==> src/hw/rtl/u8v_pkg.sv <==
// Shared types and constants for the UTF-8 stream validator.
`timescale 1ns / 1ps

package u8v_pkg;

   localparam logic [7:0] BYTE_TERM      = 8'h00;
   localparam logic [7:0] CTRL_MAX       = 8'h1F;
   localparam logic [7:0] ASCII_MAX      = 8'h7F;
   localparam logic [7:0] BAD_LEAD_MAX   = 8'hC1;
   localparam logic [7:0] LEAD2_MAX      = 8'hDF;
   localparam logic [7:0] LEAD3_MAX      = 8'hEF;
   localparam logic [7:0] LEAD4_MAX      = 8'hF4;
   localparam logic [7:0] LEAD_E0        = 8'hE0;
   localparam logic [7:0] LEAD_ED        = 8'hED;
   localparam logic [7:0] LEAD_F0        = 8'hF0;
   localparam logic [7:0] LEAD_F4        = 8'hF4;
   localparam logic [7:0] CONT_MASK      = 8'hC0;
   localparam logic [7:0] CONT_TAG       = 8'h80;
   localparam logic [7:0] CONT_E0_MIN    = 8'hA0;
   localparam logic [7:0] CONT_ED_MAX    = 8'h9F;
   localparam logic [7:0] CONT_F0_MIN    = 8'h90;
   localparam logic [7:0] CONT_F4_MAX    = 8'h8F;

   // Extra range rule on the byte right after an E0, ED, F0 or F4 lead.
   typedef enum logic [2:0] {
      RULE_NONE = 3'd0,
      RULE_E0   = 3'd1,
      RULE_ED   = 3'd2,
      RULE_F0   = 3'd3,
      RULE_F4   = 3'd4
   } rule_type;

   typedef struct packed {
      logic [1:0] pending;
      rule_type   rule;
      logic       error_seen;
   } state_type;

endpackage

==> src/hw/rtl/utf8_stream_validator_top.sv <==
// Top level of the UTF-8 stream validator.
`timescale 1ns / 1ps

// Checks zero-terminated byte strings for well-formed UTF-8 (RFC 3629) at one
// byte per clock. Each byte transfer on req_ is held in an input register, from
// which the decoder updates the per-string state (pending continuation
// count, second-byte range rule, sticky error flag). Nonzero bytes give no
// transfer on rsp_. A zero byte ends the string: its verdict (1 = valid) is
// loaded into the result register and offered on rsp_, and the string state
// clears so the next byte starts a new string. Rejected: control bytes 01-1F,
// stray continuations, leads C0, C1 and F5-FF, overlong forms, surrogates,
// code points above U+10FFFF, and bad or missing continuation bytes. An empty
// string is valid. A terminator passes the input register and then the result
// register; throughput is one byte per cycle while rsp_stall is low. The single
// state update per byte is what bounds the rate. A held verdict stalls req_
// only when the input register is also occupied.

module utf8_stream_validator_top (
   input  logic       clock,
   input  logic       reset,
   input  logic       req_valid,
   output logic       req_stall,
   input  logic [7:0] req_byte_req,
   output logic       rsp_valid,
   input  logic       rsp_stall,
   output logic       rsp_valid_res
);

   // input register
   logic       in_valid_ff, in_valid_in;
   logic [7:0] in_byte_ff, in_byte_in;

   // string state
   u8v_pkg::state_type state_ff, state_in, state_next;

   // result register
   logic rsp_valid_ff, rsp_valid_in;
   logic rsp_res_ff, rsp_res_in;

   logic out_free;   // result register can take a new verdict this cycle
   logic advance;    // input register byte goes through the decoder
   logic is_term;
   logic verdict;

   assign out_free  = !rsp_valid_ff || !rsp_stall;
   assign advance   = in_valid_ff && out_free;
   assign req_stall = in_valid_ff && !out_free;

   u8v_decoder u_decoder (
      .byte_in    (in_byte_ff),
      .cur_state  (state_ff),
      .next_state (state_next),
      .is_term    (is_term),
      .verdict    (verdict)
   );

   always_comb begin
      in_valid_in  = in_valid_ff;
      in_byte_in   = in_byte_ff;
      state_in     = state_ff;
      rsp_valid_in = rsp_valid_ff;
      rsp_res_in   = rsp_res_ff;
      if (!req_stall) begin
         in_valid_in = req_valid;
         in_byte_in  = req_byte_req;
      end
      if (out_free) begin
         rsp_valid_in = advance && is_term;
         rsp_res_in   = verdict;
      end
      if (advance) begin
         state_in = state_next;
      end
   end

   always_ff @(posedge clock) begin
      if (reset) begin
         in_valid_ff  <= 1'b0;
         state_ff     <= '0;
         rsp_valid_ff <= 1'b0;
      end else begin
         in_valid_ff  <= in_valid_in;
         state_ff     <= state_in;
         rsp_valid_ff <= rsp_valid_in;
      end
      in_byte_ff <= in_byte_in;
      rsp_res_ff <= rsp_res_in;
   end

   assign rsp_valid     = rsp_valid_ff;
   assign rsp_valid_res = rsp_res_ff;

   // A verdict only appears after a terminator went through the decoder.
   a_verdict_from_term: assert property (@(posedge clock) disable iff (reset)
      $rose(rsp_valid_ff) |-> $past(in_valid_ff && in_byte_ff == u8v_pkg::BYTE_TERM))
      else $error("verdict without terminator");

   // The sticky error leaves no character in progress.
   a_error_clean: assert property (@(posedge clock) disable iff (reset)
      state_ff.error_seen |-> (state_ff.pending == 2'd0 &&
                               state_ff.rule == u8v_pkg::RULE_NONE))
      else $error("error state carries a pending character");

   // A range rule is only live on the second byte of a 3- or 4-byte form.
   a_rule_needs_pending: assert property (@(posedge clock) disable iff (reset)
      (state_ff.rule != u8v_pkg::RULE_NONE) |-> (state_ff.pending >= 2'd2))
      else $error("range rule without a multi-byte lead");

   // The string state is clear after a terminator.
   a_clear_after_term: assert property (@(posedge clock) disable iff (reset)
      (advance && is_term) |=> (state_ff == '0))
      else $error("state not cleared after terminator");

endmodule

==> src/hw/rtl/u8v_decoder.sv <==
// Next-state and verdict logic for one string byte.
`timescale 1ns / 1ps

module u8v_decoder (
   input  logic [7:0]          byte_in,
   input  u8v_pkg::state_type  cur_state,
   output u8v_pkg::state_type  next_state,
   output logic                is_term,
   output logic                verdict
);

   logic cont_ok;

   always_comb begin
      cont_ok = ((byte_in & u8v_pkg::CONT_MASK) == u8v_pkg::CONT_TAG);
      unique case (cur_state.rule)
         u8v_pkg::RULE_E0: cont_ok = cont_ok && (byte_in >= u8v_pkg::CONT_E0_MIN);
         u8v_pkg::RULE_ED: cont_ok = cont_ok && (byte_in <= u8v_pkg::CONT_ED_MAX);
         u8v_pkg::RULE_F0: cont_ok = cont_ok && (byte_in >= u8v_pkg::CONT_F0_MIN);
         u8v_pkg::RULE_F4: cont_ok = cont_ok && (byte_in <= u8v_pkg::CONT_F4_MAX);
         default:          cont_ok = cont_ok;
      endcase
   end

   always_comb begin
      is_term    = (byte_in == u8v_pkg::BYTE_TERM);
      verdict    = !cur_state.error_seen && (cur_state.pending == 2'd0);
      next_state = cur_state;
      if (is_term) begin
         next_state = '0;
      end else if (cur_state.error_seen) begin
         next_state = cur_state;
      end else if (cur_state.pending != 2'd0) begin
         if (cont_ok) begin
            next_state.pending = cur_state.pending - 2'd1;
            next_state.rule    = u8v_pkg::RULE_NONE;
         end else begin
            next_state            = '0;
            next_state.error_seen = 1'b1;
         end
      end else if (byte_in > u8v_pkg::CTRL_MAX && byte_in <= u8v_pkg::ASCII_MAX) begin
         next_state = cur_state;
      end else if (byte_in <= u8v_pkg::BAD_LEAD_MAX) begin
         // control bytes, stray continuations, C0 and C1
         next_state            = '0;
         next_state.error_seen = 1'b1;
      end else if (byte_in <= u8v_pkg::LEAD2_MAX) begin
         next_state.pending = 2'd1;
         next_state.rule    = u8v_pkg::RULE_NONE;
      end else if (byte_in <= u8v_pkg::LEAD3_MAX) begin
         next_state.pending = 2'd2;
         next_state.rule    = (byte_in == u8v_pkg::LEAD_E0) ? u8v_pkg::RULE_E0 :
                              (byte_in == u8v_pkg::LEAD_ED) ? u8v_pkg::RULE_ED :
                                                              u8v_pkg::RULE_NONE;
      end else if (byte_in <= u8v_pkg::LEAD4_MAX) begin
         next_state.pending = 2'd3;
         next_state.rule    = (byte_in == u8v_pkg::LEAD_F0) ? u8v_pkg::RULE_F0 :
                              (byte_in == u8v_pkg::LEAD_F4) ? u8v_pkg::RULE_F4 :
                                                              u8v_pkg::RULE_NONE;
      end else begin
         next_state            = '0;
         next_state.error_seen = 1'b1;
      end
   end

endmodule

==> config.mk <==
export PLATFORM = sky130hd
export DESIGN_NAME = utf8_stream_validator_top
export DESIGN_NICKNAME = d
export VERILOG_FILES = /design/src/hw/rtl/u8v_pkg.sv /design/src/hw/rtl/utf8_stream_validator_top.sv /design/src/hw/rtl/u8v_decoder.sv
export SDC_FILE = /design/constraint.sdc
export NUM_CORES = 1
export LEC_CHECK = 0
export BUFFER_PORTS_ARGS = -buffer_cell sky130_fd_sc_hd__buf_2
export CELL_PAD_IN_SITES_DETAIL_PLACEMENT = 1
export CELL_PAD_IN_SITES_GLOBAL_PLACEMENT = 1
export CORE_MARGIN = 5
export CORE_UTILIZATION = 38
export DETAILED_ROUTE_END_ITERATION = 8
export GPL_TIMING_DRIVEN = 0
export PLACE_DENSITY = 0.79
export SLEW_MARGIN = 15
export SYNTH_ARGS = -nofsm -noshare
export SYNTH_HDL_FRONTEND = slang
export SYNTH_HIERARCHICAL = 1
export SYNTH_SLANG_ARGS = --single-unit
==> constraint.sdc <==
create_clock -name clock -period 1.7 [get_ports clock]
set_input_delay 0.34 -clock clock [delete_from_list [all_inputs] [get_ports clock]]
set_output_delay 0.34 -clock clock [all_outputs]
set_load 0.05 [all_outputs]
; Word level (Yosys, flattened, before mapping)
; Cells that the tools add are included.
; W data, S select, Z words.
[totals]
regBits = 17
input_bits = 12
out_inout_bits = 3
wordCells = 65
[classes]
addsub = 1
order_cmp = 10
eq_ne = 11
n_mux = 18
reduce_logical = 18
[op_table]
columns = op, n
row1 = $le A8 B8 Y1 const B, 6
row2 = $eq A8 B8 Y1 const B, 4
row3 = $mux W6, 5
row4 = $mux W5, 4
row5 = $ge A8 B8 Y1 const B, 2
row6 = $logic_and A1 B1 Y1, 9
row7 = $mux W3, 3
row8 = $gt A8 B5 Y1 const B, 1
row9 = $le A8 B7 Y1 const B, 1
row10 = $logic_not A8 Y1, 1
row11 = $eq A3 B2 Y1 const B, 2
row12 = $logic_not A1 Y1, 4
row13 = $mux W1, 4
row14 = $pmux W1 S4, 1
row15 = $eq A3 B1 Y1 const B, 1
row16 = $eq A3 B3 Y1 const B, 1
row17 = $ne A3 B2 Y1 const B, 1
row18 = $reduce_and A3 Y1, 1
row19 = $eq A2 B2 Y1 const B, 1
row20 = $logic_not A2 Y1, 1
row21 = $mux W2, 1
row22 = $ne A2 B1 Y1 const B, 1
row23 = $reduce_bool A2 Y1, 1
row24 = $sub A2 B1 Y2 const B, 1
row25 = $logic_or A1 B1 Y1, 1

; Depth between registers and ports, before layout
[depth]
word_depth = 11
depth_mapped = 8
ltp_nobuf = 8

; Cells and area by module
; The synthesis kept the hierarchy.
[modules_own_cells]
columns = mod, instances, cells_each, area_per_inst_um2, seq_area_each_um2
row1 = utf8_stream_validator_top, 1, 44, 618.1, 430.4
row2 = u8v_decoder, 1, 58, 389.1, 0.0

; Worst setup path before layout
; No wires, ideal clock.
[synth_path]
kind = register to output
start = register rsp_valid_ff (netlist: rsp_valid)
end = output req_stall
arrival_ns = 1.516
t_required_ns = 1.360
path_slack_ns = -0.156
stages_incl_launch_ff = 3
path_buffers = 0
cell_sequence = dfxtp_1 nand3_1 inv_1
[synth_between]
elab_chain_len = 4
[synth_lines]
columns = element, line
row1 = start: declaration, utf8_stream_validator_top.sv:37  ; logic rsp_valid_ff, rsp_valid_in;
row2 = start signal: assignment, utf8_stream_validator_top.sv:84  ; rsp_valid_ff <= rsp_valid_in;
row3 = $logic_not A1 Y1, utf8_stream_validator_top.sv:45  ; assign out_free = !rsp_valid_ff || !rsp_stall;
row4 = $logic_or A1 B1 Y1, utf8_stream_validator_top.sv:45
row5 = $logic_not A1 Y1, utf8_stream_validator_top.sv:47  ; assign req_stall = in_valid_ff && !out_free;
row6 = $logic_and A1 B1 Y1, utf8_stream_validator_top.sv:47
row7 = end: declaration, utf8_stream_validator_top.sv:22  ; output logic req_stall,
; Every way passes these cells.

==> results.md <==
* Status: complete, but fails checks
* Failing checks: setup timing
* Final ANT Viol Nets at 0
* First-pass GRT wire length at between 4000 and 5000 µm
* Leak at 0.4742 nW
* Mapped cell area at just over 1000 µm²
* Headroom to the max-slew limit at 77.90%
* I/O Pins at 15
* Netlist cell types at 39
* Synth area leaders: edfxtp_1, dfxtp_1, nand2b_1
* Number of enable flip-flop cells after synthesis at 9
* Final wirelength at between 2000 and 3000 µm
* Gr usage total at between 10% and 20%
* Max_cap viols at 0
* Syn_area_per_cell at 9.875 µm²
* Worst R2R End: state_ff[2]$_SDFFE_PP0P_
* Fin crit share at 103.6%
* Clock skew at 1.083 ps
* Share of the synthesized area in the top cell type at 26.83%
* Power per cell area at about 670 nW/µm²
* Post-route worst setup slack at -60.57 ps
* Commonest non-fill, non-tap cells in the layout: buf_2, nand2b_1, edfxtp_1
* Total Power at roughly 850 µW
* CTS tree: built
* TritonRoute pass-1 iters at 4
* Initial antenna violation count at 0
* Maximum vdd drop at 0.4525 mV
* Sequential element share of the synthesized area at a little over two fifths
* Primary FF master, synth: edfxtp_1
* Setup-failing EPs final at 1
* Async set-or-reset flop fraction in the synthesized netlist at 0%
* CP bufs+invs at 0
* Sw Pwr at 226.8 µW
* Clock latency on the worst-skew pair at ~280 ps
* Register share of total power at 55.2%
* Critical Path RT at 1920 ps
* GR Overflow Total at 0
* Row count at 18
* Initial Utilization at roughly 40%
* Final non-filler cell total at 158
* CTS max path bufs at 2
* Hold_sp: req_byte_req[4]
* Worst path top cell family by delay: simple AND/OR/NAND/NOR gates
* Pins over their slew limit at 0
* Chip width at ~60 µm
* RePlAce Congestion at about 0.73
* Die area at roughly 3800 µm²
* Unrepaired setup endpoints after global routing: yes
* Yosys warnings at 6
* R2R Path Start: in_byte_ff[4]$_DFFE_PN_
* Routed wire per std cell at 16.81 µm
* Critical path arrival at 1980 ps
* Synth Register Bits at 17
* Via count at around 880
* Startpoint types: flop
* Total CTS buffers at 3
* CP max-delay cell: or4b_2
* Slowest stage delay, CP at around 640 ps
* Max H-tree Level at 1
* Least-Margin Pin Slew at ~330 ps
* Setup TNS at -60.57 ps
* Clock network fraction of total power at between 20 and 30%
* Hold Path Cell Cnt at 1
* Int Power at between 600 and 700 µW
* Sw Ratio at between 20% and 30%
* Clock Sinks at 17
* Hold crit path type: in -> reg
* Fin crit period at 1761 ps
* Hold buffer count at CTS at 0
* Number of global-route vias before repair at ~900
* Worst-path fanout max at 7
* Commonest non-fill, non-tap cell in the layout: buf_2
* R2R depth at 6
* CP endpoint kind: flop
* Worst Setup Path Type: reg -> reg
* Die height at 61.49 µm
* Maximum clock rate at roughly 0.57 GHz
* Synth Net Count at approximately 120
* Area Growth Syn to Fin at 26.34%
* Worst hold slack at approximately 220 ps
* Worst-path clk slew at 100 ps
* Fin nets at 142
* Final Hold Fails at 0
* Worst Hold Endpoint: in_byte_ff[4]$_DFFE_PN_
* Input/output buffers at 14
* Ant. Diodes at 0
* Root Buffer: clkbuf_4
* DR iter-0 viols at 13
* Crit-path cells: or4b_2 -> a21oi_2 -> a22oi_1 -> nor2_1 -> nand2b_1 -> mux2i_1
* Largest net degree at the start of global routing at 11
* DP HPWL at about 1700 µm
* Cell taking the most area after synthesis: edfxtp_1
* Routed vias/inst at 5.551
* Remaining DRCs at 0
* Cell count after synthesis at around 100
* Register-to-register setup slack at -60 ps
* Combinational Power Share at 19.2%
* Layout cells sized above 1 at a little under two fifths
* Logic depth of the worst path, buffers included at 6
* Core ar. at ~2500 µm²
* DP Cell Count at approximately 150
[cell families (layout without fill, tap and decap cells)]
family                     count (synthesis)  count (layout)  share of synthesized area (%)
adders and majority gates                  1               1                          1.242
muxes                                      6               6                          5.963
buffers and inverters                     10              36                          5.217
AOI/OAI and AO/OA                         25              25                          19.63
DFF                                       17              17                          42.73
xor gates and xnor gates                   1               1                         0.8697
and+or+nand+nor                           42              42                          24.35
[final cells by class]
cell class,instances,area (µm²)
fillers,290,1227
multi-input cells,75,583.1
plain buffers,3,26.28
well taps,30,37.54
clock buffers,4,26.28
repair buffers,23,141.4
inverters,6,26.28
flip-flops and latches,17,431.7
[routing by layer]
layer  share of wire [%]  track usage (%)
met1                  42            18.44
met2                  54            27.35
met3                 2.9            1.887
met4                 1.1            4.545
met5                   0                0
[synth_stat cells, types with 2 or more instances]
master    instances
nand2b_1         12
edfxtp_1          9
dfxtp_1           8
nand2_1           7
nor2_1            7
inv_1             6
mux2i_1           6
a21oi_1           5
o21ai_0           4
a31oi_1           3
buf_6             2
clkbuf_1          2
nand3_1           2
nand4_1           2
o21ba_2           2
or2b_1            2
[how the worst max path moves through the flow]
stage,from,end
2_1_floorplan,in_byte_ff[6]$_DFFE_PN_,state_ff[4]$_SDFFE_PP0P_
3_3_place_gp,in_byte_ff[2]$_DFFE_PN_,state_ff[5]$_SDFFE_PP0P_
3_5_place_dp,in_byte_ff[2]$_DFFE_PN_,state_ff[5]$_SDFFE_PP0P_
4_1_cts,in_byte_ff[6]$_DFFE_PN_,state_ff[4]$_SDFFE_PP0P_
5_1_grt,in_byte_ff[3]$_DFFE_PN_,state_ff[4]$_SDFFE_PP0P_
6_report,in_byte_ff[4]$_DFFE_PN_,state_ff[2]$_SDFFE_PP0P_
[state kept, by name (all words and copies together) (netlist names)]
register and count:
in_byte_ff 8, in_valid_ff 1, rsp_valid 1, rsp_valid_res 1, state_ff 6
[through the flow]
stage / worst slack (ps) / utilization, % / area, µm²
global route: -120.6 / 50.90 / 1272
detailed placement: -144.5 / 44.79 / 1120
CTS: 13.17 / 49.45 / 1236
floorplan: 92.15 / - / 1012
finish: -60.57 / 50.90 / 1272
global placement: -62.38 / 44.79 / 1120
[what timing repair did]
action                                  CTS  global route
pin swaps                                 4             3
endpoints found under the setup margin    7             6
endpoints found under the hold margin     0             0
resized for setup                        10             5
buffers inserted                          6             3
[power groups by stage]
stage	clock network [mW]	registers, mW	logic [mW]
2_1_floorplan	0	0.484	0.0823
3_3_place_gp	0	0.476	0.123
3_5_place_dp	0	0.479	0.127
4_1_cts	0.225	0.467	0.152
5_1_grt	0.252	0.472	0.178
6_report	0.217	0.469	0.163
No activity file was read; power rests on OpenSTA's default activity.
